`config.mk`:
```
export PLATFORM = sky130hd
export DESIGN_NAME = x86_16bit_branch_resolver
export DESIGN_NICKNAME = d
export VERILOG_FILES = /design/src/hw/rtl/bru_pkg.sv /design/src/hw/rtl/x86_16bit_branch_resolver.sv /design/src/hw/rtl/bru_decode.sv /design/src/hw/rtl/bru_resolve.sv /design/src/hw/rtl/bru_out.sv
export VERILOG_INCLUDE_DIRS = /design/src /design/src/hw/rtl
export SDC_FILE = /design/constraint.sdc
export NUM_CORES = 1
export LEC_CHECK = 0
export BUFFER_PORTS_ARGS = -buffer_cell sky130_fd_sc_hd__buf_2
export CAP_MARGIN = 0
export CORE_UTILIZATION = 48
export CTS_CLUSTER_DIAMETER = 40
export DETAILED_ROUTE_END_ITERATION = 6
export MAX_ROUTING_LAYER = met4
export PLACE_DENSITY = 0.72
export SLEW_MARGIN = 20
export SYNTH_ARGS = -nofsm -noshare
export SYNTH_HDL_FRONTEND = slang
export SYNTH_SLANG_ARGS = --single-unit
```
`constraint.sdc`:
```
create_clock -name clk_i -period 3.4 [get_ports clk_i]
set_input_delay 0.17 -clock clk_i [delete_from_list [all_inputs] [get_ports clk_i]]
set_output_delay 0.17 -clock clk_i [all_outputs]
set_load 0.01 [all_outputs]
```
`src/hw/rtl/x86_16bit_branch_resolver_macros.svh`:
```
// Assertion helpers for the branch resolver
`ifndef X86_16BIT_BRANCH_RESOLVER_MACROS_SVH
`define X86_16BIT_BRANCH_RESOLVER_MACROS_SVH

// same-cycle implication, disabled in reset
`define BRU_ASSERT_NOW(label, clk, rst_n, ante, cons) \
  label: assert property (@(posedge clk) disable iff (!rst_n) (ante) |-> (cons)) \
    else $error("branch resolver check failed");

// next-cycle implication, disabled in reset
`define BRU_ASSERT_NEXT(label, clk, rst_n, ante, cons) \
  label: assert property (@(posedge clk) disable iff (!rst_n) (ante) |=> (cons)) \
    else $error("branch resolver check failed");

`endif

```
`src/hw/rtl/bru_pkg.sv`:
```
`default_nettype none

package bru_pkg;

  localparam int unsigned OpW     = 5;
  localparam int unsigned WordW   = 16;
  localparam int unsigned InDataW = 72;
  localparam int unsigned OutDataW = 56;

  localparam logic [OpW-1:0] OP_JMP16 = 5'd0;
  localparam logic [OpW-1:0] OP_JMP8  = 5'd1;
  localparam logic [OpW-1:0] OP_FAR   = 5'd2;
  localparam logic [OpW-1:0] OP_JO    = 5'd3;
  localparam logic [OpW-1:0] OP_JG    = 5'd18;
  localparam logic [OpW-1:0] OP_LOOP  = 5'd19;

  typedef enum logic [2:0] {
    CLS_NONE,
    CLS_JMP16,
    CLS_JMP8,
    CLS_FAR,
    CLS_JCC,
    CLS_LOOP
  } cls_e;

  typedef struct packed {
    cls_e             cls;
    logic             cond;
    logic [WordW-1:0] ip;
    logic [WordW-1:0] fall;
    logic [WordW-1:0] ip3;
    logic [WordW-1:0] word;
    logic [WordW-1:0] seg;
    logic [WordW-1:0] cnt_m1;
  } dec_t;

  // packed so that next_ip sits in the low bits
  typedef struct packed {
    logic             count_write;
    logic [WordW-1:0] count_out;
    logic             taken;
    logic             cs_write;
    logic [WordW-1:0] next_cs;
    logic [WordW-1:0] next_ip;
  } res_t;

  // condition test of the sixteen Jcc forms; odd offsets from OP_JO are the negations
  function automatic logic cond_holds(logic [OpW-1:0] op, logic cf, logic zf,
                                      logic sf, logic of, logic pf);
    logic [OpW-1:0] k;
    logic           c;
    k = op - OP_JO;
    unique case (k[3:1])
      3'd0: c = of;
      3'd1: c = cf;
      3'd2: c = zf;
      3'd3: c = cf | zf;
      3'd4: c = sf;
      3'd5: c = pf;
      3'd6: c = sf ^ of;
      3'd7: c = zf | (sf ^ of);
      default: c = 1'b0;
    endcase
    return k[0] ? ~c : c;
  endfunction

endpackage

`default_nettype wire

```
`src/hw/rtl/x86_16bit_branch_resolver.sv`:
```
// 8086 jump and branch resolver: one jump-class instruction per transfer in, one result
// per transfer out, in order. A new instruction is taken every cycle unless the output
// stalls. There are three register stages: decode, target-add and output. Each stage
// advances while it is empty or the one after it accepts, so back-pressure on the
// output stalls the pipe without loss. op selects jmp rel16, jmp rel8, far jmp, the
// sixteen Jcc tests or loop; undefined op codes return next_ip = opcode_ip and all
// else zero. All address and count arithmetic wraps at 16 bits.
`default_nettype none
`include "x86_16bit_branch_resolver_macros.svh"

module x86_16bit_branch_resolver (
  input  wire logic                        clk_i,
  input  wire logic                        rst_ni,
  input  wire logic                        s_axis_tvalid,
  output logic                             s_axis_tready,
  // [15:0] opcode_ip, [31:16] operand_word, [47:32] segment_word, [48] carry_flag,
  // [49] zero_flag, [50] sign_flag, [51] overflow_flag, [52] parity_flag,
  // [68:53] count_in, [71:69] zero
  input  wire logic [bru_pkg::InDataW-1:0] s_axis_tdata,
  // [4:0] op
  input  wire logic [bru_pkg::OpW-1:0]     s_axis_tuser,
  output logic                             m_axis_tvalid,
  input  wire logic                        m_axis_tready,
  // [15:0] next_ip, [31:16] next_cs, [32] cs_write, [33] taken,
  // [49:34] count_out, [50] count_write, [55:51] zero
  output logic [bru_pkg::OutDataW-1:0]     m_axis_tdata
);
  import bru_pkg::*;

  logic dec_valid, dec_ready;
  dec_t dec;
  logic res_valid, res_ready;
  res_t res;
  res_t out_res;

  bru_decode u_decode (
    .clk_i       (clk_i),
    .rst_ni      (rst_ni),
    .in_valid_i  (s_axis_tvalid),
    .in_ready_o  (s_axis_tready),
    .op_i        (s_axis_tuser),
    .data_i      (s_axis_tdata),
    .out_valid_o (dec_valid),
    .out_ready_i (dec_ready),
    .out_o       (dec)
  );

  bru_resolve u_resolve (
    .clk_i       (clk_i),
    .rst_ni      (rst_ni),
    .in_valid_i  (dec_valid),
    .in_ready_o  (dec_ready),
    .in_i        (dec),
    .out_valid_o (res_valid),
    .out_ready_i (res_ready),
    .out_o       (res)
  );

  bru_out u_out (
    .clk_i       (clk_i),
    .rst_ni      (rst_ni),
    .in_valid_i  (res_valid),
    .in_ready_o  (res_ready),
    .in_i        (res),
    .out_valid_o (m_axis_tvalid),
    .out_ready_i (m_axis_tready),
    .out_data_o  (m_axis_tdata)
  );

  assign out_res = m_axis_tdata[$bits(res_t)-1:0];

  `BRU_ASSERT_NOW(a_far_excl, clk_i, rst_ni, m_axis_tvalid && out_res.cs_write,
                  out_res.taken && !out_res.count_write)
  `BRU_ASSERT_NOW(a_loop_taken, clk_i, rst_ni, m_axis_tvalid && out_res.count_write,
                  out_res.taken == (out_res.count_out != '0))
  `BRU_ASSERT_NOW(a_cs_zero, clk_i, rst_ni, m_axis_tvalid && !out_res.cs_write,
                  out_res.next_cs == '0)
  `BRU_ASSERT_NEXT(a_fill, clk_i, rst_ni, s_axis_tvalid && s_axis_tready, dec_valid)

endmodule

`default_nettype wire

```
`src/hw/rtl/bru_decode.sv`:
```
`default_nettype none

module bru_decode (
  input  wire logic                         clk_i,
  input  wire logic                         rst_ni,
  input  wire logic                         in_valid_i,
  output logic                              in_ready_o,
  input  wire logic [bru_pkg::OpW-1:0]      op_i,
  input  wire logic [bru_pkg::InDataW-1:0]  data_i,
  output logic                              out_valid_o,
  input  wire logic                         out_ready_i,
  output bru_pkg::dec_t                     out_o
);
  import bru_pkg::*;

  logic valid_q;
  dec_t dec_d, dec_q;
  logic [WordW-1:0] ip;
  logic [WordW-1:0] cnt;

  assign ip  = data_i[15:0];
  assign cnt = data_i[68:53];

  always_comb begin
    if (op_i == OP_JMP16) begin
      dec_d.cls = CLS_JMP16;
    end else if (op_i == OP_JMP8) begin
      dec_d.cls = CLS_JMP8;
    end else if (op_i == OP_FAR) begin
      dec_d.cls = CLS_FAR;
    end else if (op_i >= OP_JO && op_i <= OP_JG) begin
      dec_d.cls = CLS_JCC;
    end else if (op_i == OP_LOOP) begin
      dec_d.cls = CLS_LOOP;
    end else begin
      dec_d.cls = CLS_NONE;
    end
    dec_d.cond   = cond_holds(op_i, data_i[48], data_i[49], data_i[50], data_i[51],
                              data_i[52]);
    dec_d.ip     = ip;
    dec_d.fall   = ip + WordW'(2);
    dec_d.ip3    = ip + WordW'(3);
    dec_d.word   = data_i[31:16];
    dec_d.seg    = data_i[47:32];
    dec_d.cnt_m1 = cnt - WordW'(1);
  end

  assign in_ready_o = ~valid_q | out_ready_i;

  always_ff @(posedge clk_i or negedge rst_ni) begin
    if (!rst_ni) begin
      valid_q <= 1'b0;
    end else if (in_ready_o) begin
      valid_q <= in_valid_i;
    end
  end

  always_ff @(posedge clk_i) begin
    if (in_ready_o && in_valid_i) begin
      dec_q <= dec_d;
    end
  end

  assign out_valid_o = valid_q;
  assign out_o       = dec_q;

endmodule

`default_nettype wire

```
`src/hw/rtl/bru_resolve.sv`:
```
`default_nettype none

module bru_resolve (
  input  wire logic  clk_i,
  input  wire logic  rst_ni,
  input  wire logic  in_valid_i,
  output logic       in_ready_o,
  input  wire bru_pkg::dec_t in_i,
  output logic       out_valid_o,
  input  wire logic  out_ready_i,
  output bru_pkg::res_t out_o
);
  import bru_pkg::*;

  logic valid_q;
  res_t res_d, res_q;
  logic [WordW-1:0] t8;
  logic [WordW-1:0] t16;
  logic             loop_tk;

  assign t8      = in_i.fall + {{8{in_i.word[7]}}, in_i.word[7:0]};
  assign t16     = in_i.ip3 + in_i.word;
  assign loop_tk = (in_i.cnt_m1 != '0);

  always_comb begin
    res_d = '0;
    res_d.next_ip = in_i.ip;
    unique case (in_i.cls)
      CLS_JMP16: begin
        res_d.next_ip = t16;
        res_d.taken   = 1'b1;
      end
      CLS_JMP8: begin
        res_d.next_ip = t8;
        res_d.taken   = 1'b1;
      end
      CLS_FAR: begin
        res_d.next_ip  = in_i.word;
        res_d.next_cs  = in_i.seg;
        res_d.cs_write = 1'b1;
        res_d.taken    = 1'b1;
      end
      CLS_JCC: begin
        res_d.taken   = in_i.cond;
        res_d.next_ip = in_i.cond ? t8 : in_i.fall;
      end
      CLS_LOOP: begin
        res_d.count_out   = in_i.cnt_m1;
        res_d.count_write = 1'b1;
        res_d.taken       = loop_tk;
        res_d.next_ip     = loop_tk ? t8 : in_i.fall;
      end
      default: begin
        res_d.next_ip = in_i.ip;
      end
    endcase
  end

  assign in_ready_o = ~valid_q | out_ready_i;

  always_ff @(posedge clk_i or negedge rst_ni) begin
    if (!rst_ni) begin
      valid_q <= 1'b0;
    end else if (in_ready_o) begin
      valid_q <= in_valid_i;
    end
  end

  always_ff @(posedge clk_i) begin
    if (in_ready_o && in_valid_i) begin
      res_q <= res_d;
    end
  end

  assign out_valid_o = valid_q;
  assign out_o       = res_q;

endmodule

`default_nettype wire

```
`src/hw/rtl/bru_out.sv`:
```
`default_nettype none

module bru_out (
  input  wire logic                         clk_i,
  input  wire logic                         rst_ni,
  input  wire logic                         in_valid_i,
  output logic                              in_ready_o,
  input  wire bru_pkg::res_t                in_i,
  output logic                              out_valid_o,
  input  wire logic                         out_ready_i,
  output logic [bru_pkg::OutDataW-1:0]      out_data_o
);
  import bru_pkg::*;

  logic valid_q;
  logic [OutDataW-1:0] data_d, data_q;

  assign data_d     = OutDataW'(in_i);
  assign in_ready_o = ~valid_q | out_ready_i;

  always_ff @(posedge clk_i or negedge rst_ni) begin
    if (!rst_ni) begin
      valid_q <= 1'b0;
    end else if (in_ready_o) begin
      valid_q <= in_valid_i;
    end
  end

  always_ff @(posedge clk_i) begin
    if (in_ready_o && in_valid_i) begin
      data_q <= data_d;
    end
  end

  assign out_valid_o = valid_q;
  assign out_data_o  = data_q;

endmodule

`default_nettype wire
```
==> impl_results.md <==
* Cell-internal power at between 0.005 and 0.006 W
* Kind of end point of the critical path: register
* Area share of fa/ha/maj cells after synthesis at 0.05535
* Non-filler cells, final at 1200
* Peak supply drop at between 300 and 400 uV
* Largest net degree at the start of global routing at between 60 and 70
* Setup_tns at 0 ns
* Library cells used by synthesis at slightly below 60
* Die width at 141.3 um
* Final core occ at 0.6318
* Fraction of layout cells with a size suffix above 1 at 0.2032
* Most used cells in the layout excluding fill and tap cells: sky130_fd_sc_hd__edfxtp_1, sky130_fd_sc_hd__buf_2, sky130_fd_sc_hd__dlygate4sd3_1
* Share of flip-flops with an asynchronous set or reset at 0.01471
* Post-detailed-route wirelength per cell at ~15 um
* Maximum operating frequency at 335.3 MHz
* Yosys warning total at 0
* Gr usage total at 0.1883
* Relative area change from synthesis to final layout at 27.76%
* Final period util at 0.8771
* Overflow after GRT at 0
* Launching element type of the critical path: register
* Synthesized-area fraction occupied by ao, oa, aoi and oai cells at 0.08961
* Crit Path Category: register to register
* Static leakage power at 4.625 nW
* Post-route minimum period at 2.982 ns
* Filler cell count at between 1000 and 1500
* Clock tree from TritonCTS: built
* CTS Root Cell: sky130_fd_sc_hd__clkbuf_16
* Final setup vio count at 0
* # IOs at 139
* H-tree depth at 1
* Crit path arrival time at 3.24 ns
* Cell breakdown of the critical path: ha_1 -> fa_1 -> a21o_1 -> a211oi_1 -> o21ai_1 -> a41oi_1 -> o21ai_1 -> a31oi_1 -> xor2_1 -> o22ai_1
* Net switching power at 0.001671 W
* Fraction of synthesized cell area taken by the top area cell type at 0.6481
* Comb pwr share at 0.131
* Depth of the worst register-to-register path at 10
* Largest buffer count on any clock path at 3
* Number of max-slew violations in the final report at 0
* Highest-delay cell along the critical path: sky130_fd_sc_hd__edfxtp_1
* Worst hold path type: primary input to register
* Part of the Yosys area used for sequential elements at 0.6562
* Setup repair bufs after CTS at 0
* Number of nets in the layout at between 1000 and 1500
* Synthesized-area fraction occupied by and/or/nand/nor cells at 0.1129
* Post-DRT Antenna Nets at 0
* Core outline area at approximately 19000 sq um
* Pre-CTS setup slack at around 0.44 ns
* Setup repair after global routing missed its margin: no
* Post-synthesis instance total at 698
* Total number of vias at just over 6000
* Number of antenna violations at the first check in global routing at 0
* Cell total after placement at about 1100
* Die height at 141.3 um
* Cts bufs inserted at 27
* Mux cell area share after synthesis at 0.005374
* Hold path cells at 2
* Most numerous cell on the critical path: sky130_fd_sc_hd__o21ai_1
* Cell family with most CP delay: compound AO/OA/AOI/OAI gates
* Via count of the first global-routing pass at 5871
* Commonest non-fill, non-tap cell in the layout: sky130_fd_sc_hd__edfxtp_1
* Final worst clock skew at around 0.014 ns
* TritonCTS sink count at ~200
* Clock power share at 0.408
* GPL Wtd Cong at slightly above 0.9
* Post-route DRC violation count at 0
* Detailed Place HPWL at 12.37 mm
* Critical path depth in cells at 10
* Buffers plus inverters on the worst setup path at 0
* Remaining max-slew budget at the tightest pin at 0.5091
* Cell row count at 50
* Proportion of power drawn by flip-flops and latches at 0.460
* Number of storage elements in the synthesis netlist at just over 200
* XOR/XNOR share of the synthesized area at 0.06113
* Initial core utilization at 0.4946
* Antenna cells at 0
* Top post-synthesis cells by area: sky130_fd_sc_hd__edfxtp_1, sky130_fd_sc_hd__ha_1, sky130_fd_sc_hd__xnor2_1, sky130_fd_sc_hd__xor2_1, sky130_fd_sc_hd__and2_1
* Avg Synthesized Cell Area at 13.34 sq um
* Hold Fails Final Rpt at 0
* Clock-pin slew on the worst setup and hold paths at 0.06 ns
* Dominant register cell in the synthesized netlist: sky130_fd_sc_hd__edfxtp_1
* Required time at the worst-slack endpoint at between 3 and 4 ns
* Largest fanout on the critical path at 3
* Count of input and output buffers at 130
* Outcome: finished, final reports clean
* EDFF count, synth at approximately 200
* Global-route wire length before repair at about 29 mm
* Delay of the slowest cell on the worst path at around 0.42 ns
* Largest family of logic cells by synthesized area: simple AND/OR/NAND/NOR gates
* Overall die area at 19960 sq um
* Fin worst setup slack at about 0.42 ns
* Pin slew with the least headroom to its limit at between 0.7 and 0.8 ns
* Total wirelength of the detailed-routed design at 18.15 mm
* Cell taking the most area after synthesis: sky130_fd_sc_hd__edfxtp_1
* Maximum capacitance violations at 0
* Via-per-instance ratio at about 5
* Mapped cell area at between 9000 and 10000 sq um
* TritonRoute pass-1 iters at 5
* Switching portion of total power at 0.2444
* DRC violation total after the first TritonRoute iteration at 445
* Clock latency on the worst-skew pair at roughly 0.52 ns
* Overall Power at 0.006837 W
* P per Cell Area at roughly 570 nW/um^2
-- state kept, by name (all words and copies together) (netlist names) --
signal / count
u_resolve.out_o: 51
u_out.out_valid_o: 1
u_resolve.out_valid_o: 1
u_decode.out_valid_o: 1
u_decode.out_o: 99
u_out.out_data_o: 51
-- stage by stage --
| step | hold slack [ns] | instance area, sq um |
|---|---|---|
| finish | 0.02643 | 11900 |
| global route | 0.01998 | 11900 |
| CTS | 0.01097 | 11900 |
| detailed placement | -0.03083 | 10290 |
| global placement | -0.03117 | 10290 |
| floorplan | -0.1256 | 9329 |
-- worst paths after layout --
path / from / end / slack, ns
max in group asynchronous: rst_ni / u_decode.out_valid_o$_DFFE_PN0N_ / 2.70
min reg2reg: u_resolve.out_o[10]$_DFFE_PP_ / u_out.out_data_o[10]$_DFFE_PP_ / 0.41
max: u_decode.out_o[32]$_DFFE_PP_ / u_resolve.out_o[14]$_DFFE_PP_ / 0.42
max reg2reg: u_decode.out_o[32]$_DFFE_PP_ / u_resolve.out_o[14]$_DFFE_PP_ / 0.42
min in group asynchronous: rst_ni / u_out.out_valid_o$_DFFE_PN0P_ / 0.55
min: s_axis_tdata[59] / u_decode.out_o[6]$_DFFE_PP_ / 0.03
-- power by group through the flow --
stage | clock network, W | registers, W | logic [W]
3_3_place_gp | 0 | 0.00319 | 0.000813
2_1_floorplan | 0 | 0.00321 | 0.000526
4_1_cts | 0.00285 | 0.00315 | 0.000890
5_1_grt | 0.00295 | 0.00317 | 0.000988
6_report | 0.00279 | 0.00315 | 0.000898
3_5_place_dp | 0 | 0.00320 | 0.000825
-- layout make-up --
| type | instances | area [sq um] | share of cell area |
|---|---|---|---|
| Clock buffer | 32 | 694.4 | 0.05837 |
| Clock inverter | 17 | 216.5 | 0.01819 |
| Inverter | 24 | 90.09 | 0.007572 |
| Multi-Input combinational cell | 456 | 3047 | 0.2561 |
| Sequential cell | 204 | 6111 | 0.5136 |
| Tap cell | 260 | 325.3 | 0.02734 |
| Timing Repair Buffer | 207 | 1414 | 0.1188 |
-- cell families after synthesis --
| kind of cell | Yosys count |
|---|---|
| compound gates | 124 |
| xor+xnor | 65 |
| fa+ha+maj | 40 |
| buf+inv | 42 |
| flops | 204 |
| mux | 5 |
| other cells | 1 |
| simple gates | 217 |
-- Yosys cell counts, types with 5 or more instances --
master	count
sky130_fd_sc_hd__nand3_1	18
sky130_fd_sc_hd__and2_1	35
sky130_fd_sc_hd__nor2_1	54
sky130_fd_sc_hd__inv_1	23
sky130_fd_sc_hd__a21oi_1	30
sky130_fd_sc_hd__xor2_1	27
sky130_fd_sc_hd__nand2_1	57
sky130_fd_sc_hd__nor3_1	16
sky130_fd_sc_hd__buf_4	5
sky130_fd_sc_hd__nor4_1	6
sky130_fd_sc_hd__a221oi_1	6
sky130_fd_sc_hd__ha_1	38
sky130_fd_sc_hd__nand2b_1	10
sky130_fd_sc_hd__o21ai_1	16
sky130_fd_sc_hd__a21o_1	6
sky130_fd_sc_hd__clkbuf_1	12
sky130_fd_sc_hd__nand4_1	5
sky130_fd_sc_hd__mux2i_1	5
sky130_fd_sc_hd__o21ai_0	19
sky130_fd_sc_hd__xnor2_1	38
sky130_fd_sc_hd__edfxtp_1	201
-- worst register-to-register path, stage by stage, from the launching register on --
cell                       delay, ns
sky130_fd_sc_hd__edfxtp_1       0.42
sky130_fd_sc_hd__ha_1           0.27
sky130_fd_sc_hd__fa_1           0.41
sky130_fd_sc_hd__a21o_1         0.19
sky130_fd_sc_hd__a211oi_1       0.32
sky130_fd_sc_hd__o21ai_1        0.16
sky130_fd_sc_hd__a41oi_1        0.40
sky130_fd_sc_hd__o21ai_1        0.12
sky130_fd_sc_hd__a31oi_1        0.20
sky130_fd_sc_hd__xor2_1         0.16
sky130_fd_sc_hd__o22ai_1        0.07
-- per-layer routing --
metal  global-route usage  vias to the layer above  wire length [um]
li1                     -                     3054                 -
met1               0.2353                     2813              8127
met2               0.3121                      221              8577
met3              0.03172                       30              1034
met4              0.06407                        0               407
met5                    -                        -                 0
-- what timing repair did --
item                       in CTS  in global routing
resized for setup               0                  0
setup endpoints to repair       0                  0
hold buffers                   69                  0
hold endpoints to repair       72                  0
Note: power is estimated with default switching activity, not from simulation.
